**src/hw/rtl/tvsp_pkg.sv**
```systemverilog
// Shared types, codes and constants of the two-voice sample player.
// No dependencies; used by tvsp_front, tvsp_back and the top level.
package tvsp_pkg;

	// Sample memory geometry
	localparam int ROM_ADDR_BITS  = 19;
	localparam int ROM_DEPTH      = 1 << ROM_ADDR_BITS;
	localparam int FULL_ADDR_BITS = 19;

	// Input func codes
	localparam logic [1:0] FUNC_REG  = 2'd0;
	localparam logic [1:0] FUNC_LOAD = 2'd1;
	localparam logic [1:0] FUNC_TICK = 2'd2;

	// Sample byte codes
	localparam logic [7:0] END_BYTE     = 8'hff;
	localparam logic [7:0] SILENCE_BYTE = 8'h00;
	localparam logic [7:0] BIAS_BYTE    = 8'h80;

	// Command queue between the front and back
	localparam int QUEUE_DEPTH = 4;
	localparam int QUEUE_AW    = 2;
	localparam int QUEUE_CW    = 3;

	typedef enum logic [1:0] {
		CMD_SEL,
		CMD_START,
		CMD_LOAD,
		CMD_TICK
	} cmd_kind_t;

	typedef struct packed {
		cmd_kind_t                 kind;
		logic                      voice;
		logic [7:0]                data;
		logic [FULL_ADDR_BITS-1:0] addr;
	} cmd_t;

	typedef struct packed {
		logic valid;
		cmd_t cmd;
	} q_head_t;

	// Gain per index: 26, 84, 200, 258
	function automatic logic [8:0] gain_of(input logic [1:0] idx);
		logic [8:0] g;
		case (idx)
			2'd0: g = 9'd26;
			2'd1: g = 9'd84;
			2'd2: g = 9'd200;
			default: g = 9'd258;
		endcase
		return g;
	endfunction

endpackage

```
**src/hw/rtl/tvsp_front.sv**
```systemverilog
// Front end: accepts input beats, classifies them into commands and queues them.
// Depends on tvsp_pkg.
module tvsp_front (
	input  logic                   clk,
	input  logic                   arst_n,
	input  logic                   s_tvalid,
	output logic                   s_tready,
	input  logic [31:0]            s_tdata,   // reg_offset[1:0], data_byte[9:2], rom_address[28:10]
	input  logic [1:0]             s_tuser,   // func[1:0]
	input  logic                   pop,
	output tvsp_pkg::q_head_t      head
);

	tvsp_pkg::cmd_t                queue_q [tvsp_pkg::QUEUE_DEPTH];
	logic [tvsp_pkg::QUEUE_AW-1:0] wptr_q;
	logic [tvsp_pkg::QUEUE_AW-1:0] rptr_q;
	logic [tvsp_pkg::QUEUE_CW-1:0] count_q;
	tvsp_pkg::cmd_t                cmd;
	logic                          keep;
	logic                          push;
	logic                          do_pop;

	// Classify the beat; unused func codes are accepted and dropped
	always_comb begin
		cmd.voice = s_tdata[1];
		cmd.data  = s_tdata[9:2];
		cmd.addr  = s_tdata[28:10];
		keep      = 1'b1;
		case (s_tuser)
			tvsp_pkg::FUNC_REG:  cmd.kind = s_tdata[0] ? tvsp_pkg::CMD_SEL : tvsp_pkg::CMD_START;
			tvsp_pkg::FUNC_LOAD: cmd.kind = tvsp_pkg::CMD_LOAD;
			tvsp_pkg::FUNC_TICK: cmd.kind = tvsp_pkg::CMD_TICK;
			default: begin
				cmd.kind = tvsp_pkg::CMD_TICK;
				keep     = 1'b0;
			end
		endcase
	end

	assign s_tready   = (count_q != tvsp_pkg::QUEUE_CW'(tvsp_pkg::QUEUE_DEPTH));
	assign push       = s_tvalid && s_tready && keep;
	assign head.valid = (count_q != '0);
	assign head.cmd   = queue_q[rptr_q];
	assign do_pop     = pop && head.valid;

	always_ff @(posedge clk) begin
		if (push) begin
			queue_q[wptr_q] <= cmd;
		end
	end

	always_ff @(posedge clk or negedge arst_n) begin
		if (!arst_n) begin
			wptr_q  <= '0;
			rptr_q  <= '0;
			count_q <= '0;
		end else begin
			if (push) begin
				wptr_q <= wptr_q + 1'b1;
			end
			if (do_pop) begin
				rptr_q <= rptr_q + 1'b1;
			end
			if (push && !do_pop) begin
				count_q <= count_q + 1'b1;
			end else if (!push && do_pop) begin
				count_q <= count_q - 1'b1;
			end
		end
	end

endmodule

```
**config.mk**
```make
export PLATFORM = sky130hd
export DESIGN_NAME = tvsp_front
export DESIGN_NICKNAME = d
export VERILOG_FILES = /design/src/hw/rtl/tvsp_pkg.sv /design/src/hw/rtl/tvsp_front.sv
export SDC_FILE = /design/constraint.sdc
export NUM_CORES = 1
export LEC_CHECK = 0
export ABC_AREA = 1
export CORE_ASPECT_RATIO = 0.7
export CORE_MARGIN = 4
export CORE_UTILIZATION = 45
export CTS_CLUSTER_DIAMETER = 200
export DETAILED_ROUTE_END_ITERATION = 7
export DONT_BUFFER_PORTS = 1
export HOLD_SLACK_MARGIN = 0.06
export PLACE_DENSITY_LB_ADDON = 0.08
export REMOVE_ABC_BUFFERS = 1
export SYNTH_ARGS = -nofsm -noshare
export SYNTH_HDL_FRONTEND = slang
export SYNTH_SLANG_ARGS = --single-unit
```
**constraint.sdc**
```tcl
create_clock -name clk -period 4.3 [get_ports clk]
set_input_delay 1.29 -clock clk [delete_from_list [all_inputs] [get_ports clk]]
set_output_delay 1.29 -clock clk [all_outputs]
set_load 0.01 [all_outputs]
```
=== Word level (Yosys, flattened, before mapping) ===
Memory sizes are Yosys's and may differ from the RTL's.
Cells that the tools add are included.
W data, S select, Z words.

* Bits of input ports: 38
* Word-level logic and storage cells: 29
* Memories: 1
* Memory bits (writable): 120
* Register bits: 7

* Reduce and logical (&&, ||, !) cells: 11
* Muxes and demuxes: 7
* Add/sub/neg operators: 4
* Equality and inequality tests: 3

{| class="wikitable"
|+ Memories
! name !! words !! width !! read ports !! clocked after memory_dff !! wr ports !! line !! source
|-
| queue_q || 4 || 30 || 1 || 0 || 1 || tvsp_front.sv:14 || <nowiki>tvsp_pkg::cmd_t queue_q [tvsp_pkg::QUEUE_DEPTH];</nowiki>
|}

{| class="wikitable"
|+ Operators by type and width
! kind !! count
|-
| $mux W3 || 2
|-
| $logic_and A1 B1 Y1 || 5
|-
| $add A2 B1 Y2 const B || 2
|-
| $mux W1 || 4
|-
| $pmux W2 S2 || 1
|-
| $add A3 B1 Y3 const B || 1
|-
| $ne A3 B3 Y1 const B || 1
|-
| $reduce_bool A3 Y1 || 1
|-
| $reduce_or A3 Y1 || 1
|-
| $sub A3 B1 Y3 const B || 1
|-
| $eq A2 B1 Y1 const B || 1
|-
| $eq A2 B2 Y1 const B || 1
|-
| $logic_not A1 Y1 || 2
|-
| $logic_not A2 Y1 || 1
|-
| $reduce_bool A2 Y1 || 1
|}

=== Logic depth before layout (Yosys ltp) ===
Gate-level depths: netlist (run 1).

* Depth after elaboration: 8
* Depth in mapped cells: 12
* Depth with buffers taken out: 12

=== Worst setup path before layout (run 1) ===
OpenSTA, ideal clock, no wires.

* Kind: input-to-reg
* Start point: in s_tvalid
* End point: mem queue_q[0][0] in the netlist's numbering (enable)
* Setup time: 0.417 ns
* Buffers on the path: 0
* Arrival: 2.948 ns
* Required time: 3.883 ns
* Cell stages on the path: 4
* Setup slack: 0.935 ns
* Cells stage by stage: inv_1 > a21oi_1 > nand2_1 > nor2_1

* Word-level cells in the longest chain between the ends: 4

{| class="wikitable"
|+ Ends and longest elaborated chain
! what !! line !! source
|-
| start: declaration || tvsp_front.sv:6 || <nowiki>input logic s_tvalid,</nowiki>
|-
| $logic_and A1 B1 Y1 (2 in a row) || tvsp_front.sv:41 || <nowiki>assign push = s_tvalid && s_tready && keep;</nowiki>
|-
| $mux W1 || tvsp_front.sv:47 || <nowiki>if (push) begin</nowiki>
|-
| $mux W1 (implied by the code) || tvsp_front.sv:48 || <nowiki>queue_q[wptr_q] <= cmd;</nowiki>
|-
| end: declaration || tvsp_front.sv:14 ||
|}

No other way between the ends.

==> results of run 1 <==
## per-stage QoR
| step | utilization (%) | instances |
|---|---|---|
| 6_report | 53.5 | 587 |
| 2_1_floorplan | - | 394 |
| 5_1_grt | 53.5 | 587 |
| 3_5_place_dp | 47.9 | 555 |
| 3_3_place_gp | 47.9 | 555 |
| 4_1_cts | 53.5 | 587 |
## state kept, by name, indices dropped and copies added (netlist names)
| signal | cells |
|---|---|
| count_q | 3 |
| queue_q | 120 |
| rptr_q | 2 |
| wptr_q | 2 |
## cells in the mapped netlist
master	instances
inv_1	76
o21ai_0	1
clkbuf_1	6
fa_1	1
buf_2	3
dfrtp_1	7
nand4_1	1
inv_2	1
o211ai_1	60
nand3_1	7
edfxtp_1	120
nor2_1	4
nand2_1	107
xnor2_1	1
ha_1	5
buf_6	10
o21bai_1	1
a21oi_1	1
or2_2	1
## final cells by class
| cell class | count | area [um2] |
|---|---|---|
| clock buffers | 17 | 425 |
| clock inverters | 15 | 194 |
| repair buffers | 8 | 60.1 |
| well taps | 153 | 191 |
| multi-input cells | 190 | 1050 |
| fillers | 951 | 5220 |
| flip-flops and latches | 127 | 3780 |
| inverters | 77 | 290 |
## cells by family (layout without fill, tap and decap cells)
| kind of cell | count (synthesis) | after routing |
|---|---|---|
| simple gates | 120 | 120 |
| xor+xnor | 1 | 1 |
| flops | 127 | 127 |
| buf+inv | 96 | 117 |
| fa+ha+maj | 6 | 6 |
| compound gates | 63 | 63 |
## power groups by stage
stage / logic (uW) / clock network [uW] / registers (uW)
6_report: 1130 / 1470 / 1640
5_1_grt: 1290 / 1560 / 1650
4_1_cts: 1160 / 1500 / 1640
3_5_place_dp: 1160 / 0 / 1660
3_3_place_gp: 1140 / 0 / 1660
2_1_floorplan: 797 / 0 / 1680
## worst min path at each step
| stage | from | to | slack (ns) | depth (start not counted) |
|---|---|---|---|---|
| detailed placement | count_q[2] | count_q[2] | 0.49 | 2 |
| CTS | count_q[2] | count_q[2] | 0.50 | 2 |
| floorplan | count_q[2] | count_q[2] | 0.46 | 2 |
| global placement | count_q[2] | count_q[2] | 0.48 | 2 |
| global route | count_q[2] | count_q[2] | 0.52 | 2 |
| finish | count_q[2] | count_q[2] | 0.50 | 2 |
## worst register-to-register path, delay by kind of cell, from the launching register on
kind / cells / cell delay (ns)
AND/OR/NAND/NOR: 3 / 0.72
adder cells (fa/ha/maj): 2 / 0.64
buffers and inverters: 3 / 0.28
flip-flops: 1 / 0.42
AO/OA/AOI/OAI: 1 / 0.07
## metal layers
layer / up-vias / track usage (%) / part of all wire, %
met5: - / 0 / 0
li1: 1437 / - / -
met2: 50 / 22.7 / 46
met1: 1327 / 18.7 / 46
met3: 5 / 6.49 / 7.3
met4: 0 / 5.29 / 0.60
==> flow_metrics.tcl, run 1 <==
set metrics [dict create \
    worst-path-buf-inv 2 \
    grt_pass1_vias 2748 \
    htree_levels 4 \
    hold_ws_ns 0.498 \
    fmax_mhz 292 \
    fp.dieH_um 98.3 \
    period_needed_ns 3.42 \
    synth_area_leaders "edfxtp_1, o211ai_1, nand2_1, inv_1, dfrtp_1" \
    dr.pass1.iters 4 \
    die_area_um2 13500 \
    core_um2 11200 \
    finalSetupViolCount 0 \
    yosysUniqueCellTypes 19 \
    p_sw_uw 1390 \
    dp_hpwl_um 5450 \
    initial_core_util_pct 46.8 \
    vdd_drop_max_mv 0.328 \
    io_buffer_count 0 \
    final_hold_viol_count 0 \
    clock_latency_ns 0.40 \
    syn_avg_cell_area_um2 12.7 \
    rsz0062_at_grt "false" \
    final_layout_size_suffix_gt1_share_pct 10.1 \
    r2r_slack_ns 2.05 \
    postCtsHoldBufs 0 \
    synth.cell_area_um2 5240 \
    grt.total_usage_pct 14.8 \
    required_ns 3.01 \
    synth_warnings 0 \
    diodes 0 \
    maxSlewViolCount 0 \
    gp_congestion 0.715 \
    crit_path_cell_trace "clkinv_2 -> buf_4 -> o211ai_1 -> nand2_1" \
    synth_cells 413 \
    fin_nets 465 \
    cap_violations 0 \
    synth.top_cell.area_share_pct 68.8 \
    worstSetupStartpoint "rptr_q[0]" \
    vias 2819 \
    timing.final.ws_setup_ns 0.880 \
    max_stage_delay_ns 0.46 \
    outcome "finished clean" \
    wl_per_cell_um 16.0 \
    cp.arrival_ns 2.13 \
    area_growth_pct 14.3 \
    ff2ff_path_depth 9 \
    cts_root_buffer "clkbuf_16" \
    endpoint "head[29]" \
    vias_per_cell 4.80 \
    r2r-end "count_q[1]" \
    io_pins 70 \
    reg2reg_from "count_q[0]" \
    wl_um 9380 \
    hold_class "reg2reg" \
    clock_skew_ns 0.00643 \
    drt_iter0_markers 132 \
    synth-adder-area-share_pct 1.58 \
    dieWidth_um 137 \
    design_area_um2 5990 \
    cp-end-kind "output pin" \
    cpLargestDelayFamily "buffers and inverters" \
    synth_largest_area_cell "edfxtp_1" \
    numCtsBuffers 17 \
    power_frac_clock_pct 34.6 \
    grt_first_pass_wirelength_um 14900 \
    place_ws_ns 1.31 \
    grt_overflow_total 0 \
    synth-seq-cells 127 \
    grt_max_degree 44 \
    fin_setup_tns_ns 0 \
    intPower_uw 2840 \
    cts_max_path_buffers 2 \
    placed_cell_area_um2 5370 \
    clock_sinks 127 \
    leakagePower_uw 0.00235 \
    cp_max_fo 43 \
    fin_crit_sh_pct 79.5 \
    synth-xor-area-share_pct 0.167 \
    cp_slowest_cell "buf_4" \
    powerDensity_nw_per_um2 707 \
    p_total_uw 4240 \
    combinationalPowerShare_pct 26.8 \
    slew-limit-headroom_pct 64.2 \
    synth-compound-area-share_pct 8.93 \
    cp-start-kind "flop" \
    p_sw_share_pct 32.9 \
    synthSimpleGateAreaFrac_pct 8.86 \
    row_count 32 \
    final_cell_mix "edfxtp_1, nand2_1, inv_1, o211ai_1, clkbuf_16" \
    synth.area.mux_share_pct 0 \
    crit_type "reg2out" \
    ant_nets 0 \
    layout_commonest_cell "edfxtp_1" \
    cts_tree "yes" \
    grt_antenna_before_repair 0 \
    synth_top_family_by_area "compound AO/OA/AOI/OAI gates" \
    cts_post_setup_buffers_inserted 0 \
    clk_pin_slew_worst_paths_ns 0.06 \
    worst_pin_slew_ns 0.536 \
    drc 0 \
    seqPwrFrac_pct 38.6 \
    ctsResizeCount 0 \
    crit_cells 4 \
    ys_seq_area_share_pct 72.1 \
]
(Power assumes the default switching activity.)
==> run 2: changes to the inputs <==
- clock period: 4.3 -> 3.59 ns (I/O delays scaled with it)
==> run 2 against run 1 <==
Cell count is 0.17% higher. Clock-buffer cell count stayed put. Flip-flop and latch count stayed put. Critical path depth stayed put. Utilization is 0.51 points higher. Routed wire length is 2.7% lower. Die area stayed put. Clock power is 24% higher. Clock skew is 0.0018 ns higher. Design area is 0.96% higher.
==> flow_metrics.tcl, run 2 (synthesized netlist as in run 1, its figures left out) <==
set metrics [dict create \
    outcome "finished clean" \
    grt_max_degree 49 \
    vias 2836 \
    final_layout_size_suffix_gt1_share_pct 10.6 \
    vias_per_cell 4.82 \
    fillers 929 \
    grt_overflow_total 0 \
    dieWidth_um 137 \
    cap_violations 0 \
    finalSetupViolCount 0 \
    crit_type "reg2out" \
    ff2ff_path_depth 9 \
    final_hold_viol_count 0 \
    max_stage_delay_ns 0.43 \
    grt_antenna_before_repair 0 \
    numCtsBuffers 17 \
    reg2reg_from "count_q[0]" \
    grt_first_pass_wirelength_um 14100 \
    clock_skew_ns 0.00825 \
    endpoint "head[25]" \
    layout.cells.non_filler 588 \
    gp_congestion 0.660 \
    crit_cells 4 \
    crit_path_cell_trace "clkinv_2 -> buf_12 -> o211ai_1 -> nand2_1" \
    cp-start-kind "flop" \
    period_needed_ns 3.04 \
    io_buffer_count 0 \
    dp_hpwl_um 5430 \
    wl_per_cell_um 15.5 \
    intPower_uw 3500 \
    final_cell_mix "edfxtp_1, nand2_1, inv_1, o211ai_1, clkbuf_16" \
    seqPwrFrac_pct 38.0 \
    rsz0062_at_grt "false" \
    area_growth_pct 15.4 \
    fin_nets 466 \
    cp-end-kind "output pin" \
    place_inst 556 \
    power_frac_clock_pct 35.3 \
    clk_pin_slew_worst_paths_ns 0.06 \
    vdd_drop_max_mv 0.492 \
    fp.dieH_um 98.3 \
    ant_nets 0 \
    io_pins 70 \
    drt_iter0_markers 126 \
    die_area_um2 13500 \
    cp.arrival_ns 1.96 \
    required_ns 2.51 \
    r2r-end "count_q[1]" \
    ctsResizeCount 0 \
    dr.pass1.iters 4 \
    grt.total_usage_pct 14.3 \
    worst-path-buf-inv 2 \
    worst_pin_slew_ns 0.545 \
    cp_slowest_cell "clkinv_2" \
    worstSetupStartpoint "rptr_q[0]" \
    cpLargestDelayFamily "buffers and inverters" \
    cp_max_fo 48 \
    p_sw_uw 1660 \
    cts_post_setup_buffers_inserted 0 \
    p_sw_share_pct 32.2 \
    initial_core_util_pct 46.8 \
    core_um2 11200 \
    fin_setup_tns_ns 0 \
    top_regs "queue_q (120), count_q (3)" \
    diodes 0 \
    r2r_slack_ns 1.35 \
    wl_um 9130 \
    maxSlewViolCount 0 \
    cts_root_buffer "clkbuf_16" \
    clock_latency_ns 0.40 \
    clock_sinks 127 \
    drc 0 \
    hold_class "in2async" \
    cts_max_path_buffers 2 \
    combinationalPowerShare_pct 26.7 \
    htree_levels 4 \
    postCtsHoldBufs 0 \
    fmax_mhz 329 \
    cts_tree "yes" \
    fin_crit_sh_pct 84.6 \
    largest_register_ff_count 120 \
    powerDensity_nw_per_um2 853 \
    leakagePower_uw 0.00239 \
    top_register "queue_q" \
    layout_commonest_cell "edfxtp_1" \
    slew-limit-headroom_pct 63.6 \
    grt_pass1_vias 2630 \
    row_count 32 \
]
==> run 2: worst min-delay path by stage <==
stage | slack [ns] | cells past startpoint | endpoint | startpoint
after floorplan | 0.46 | 2 | count_q[2] | count_q[2]
final | 0.37 | 0 | count_q[1] | arst_n
after CTS | 0.34 | 0 | count_q[1] | arst_n
after global routing | 0.34 | 0 | count_q[1] | arst_n
after detailed placement | 0.53 | 2 | rptr_q[0] | rptr_q[0]
after global placement | 0.51 | 2 | rptr_q[0] | rptr_q[0]
==> run 2: power by group through the flow <==
| stage | Sequential (uW) | Combinational (uW) | Clock (uW) |
|---|---|---|---|
| 6_report | 1960 | 1380 | 1820 |
| 5_1_grt | 1980 | 1560 | 1930 |
| 4_1_cts | 1960 | 1430 | 1860 |
| 3_5_place_dp | 1990 | 1420 | 0 |
| 3_3_place_gp | 1990 | 1400 | 0 |
| 2_1_floorplan | 2010 | 955 | 0 |
==> run 2: worst register-to-register path, stage by stage (launching register included) <==
cell and delay (ns):
dfrtp_1 0.42, inv_1 0.09, nand3_1 0.21, nand2_1 0.45
inv_1 0.09, ha_1 0.23, inv_1 0.09, fa_1 0.41
nand2_1 0.07, o21ai_0 0.07
==> run 2: final cells by class <==
type | instances | area, um2 | share of cell area [%]
Clock buffer | 17 | 425 | 7.03
Clock inverter | 15 | 219 | 3.62
Tap cell | 153 | 191 | 3.16
Sequential cell | 127 | 3780 | 62.4
Inverter | 77 | 290 | 4.80
Timing Repair Buffer | 9 | 92.6 | 1.53
Multi-Input combinational cell | 190 | 1050 | 17.4
==> run 2: routing by layer <==
layer	global-route usage [%]	share of wire, %	up-vias
li1	-	-	1439
met1	17.4	44	1332
met2	22.6	48	56
met3	5.15	6.9	9
met4	6.90	1.3	0
met5	0	0	-
==> run 2: stage by stage <==
step / utilization, % / hold WS [ns] / setup WS (ns) / cell area, um2 / power [uW]
after global placement: 48.2 / 0.507 / 0.846 / 5410 / 3380
after global routing: 54.0 / 0.338 / 0.341 / 6050 / 5470
after CTS: 54.0 / 0.341 / 0.501 / 6050 / 5250
after floorplan: - / 0.463 / 0.438 / 5090 / 2970
final: 54.0 / 0.366 / 0.552 / 6050 / 5160
after detailed placement: 48.2 / 0.525 / 0.801 / 5410 / 3420
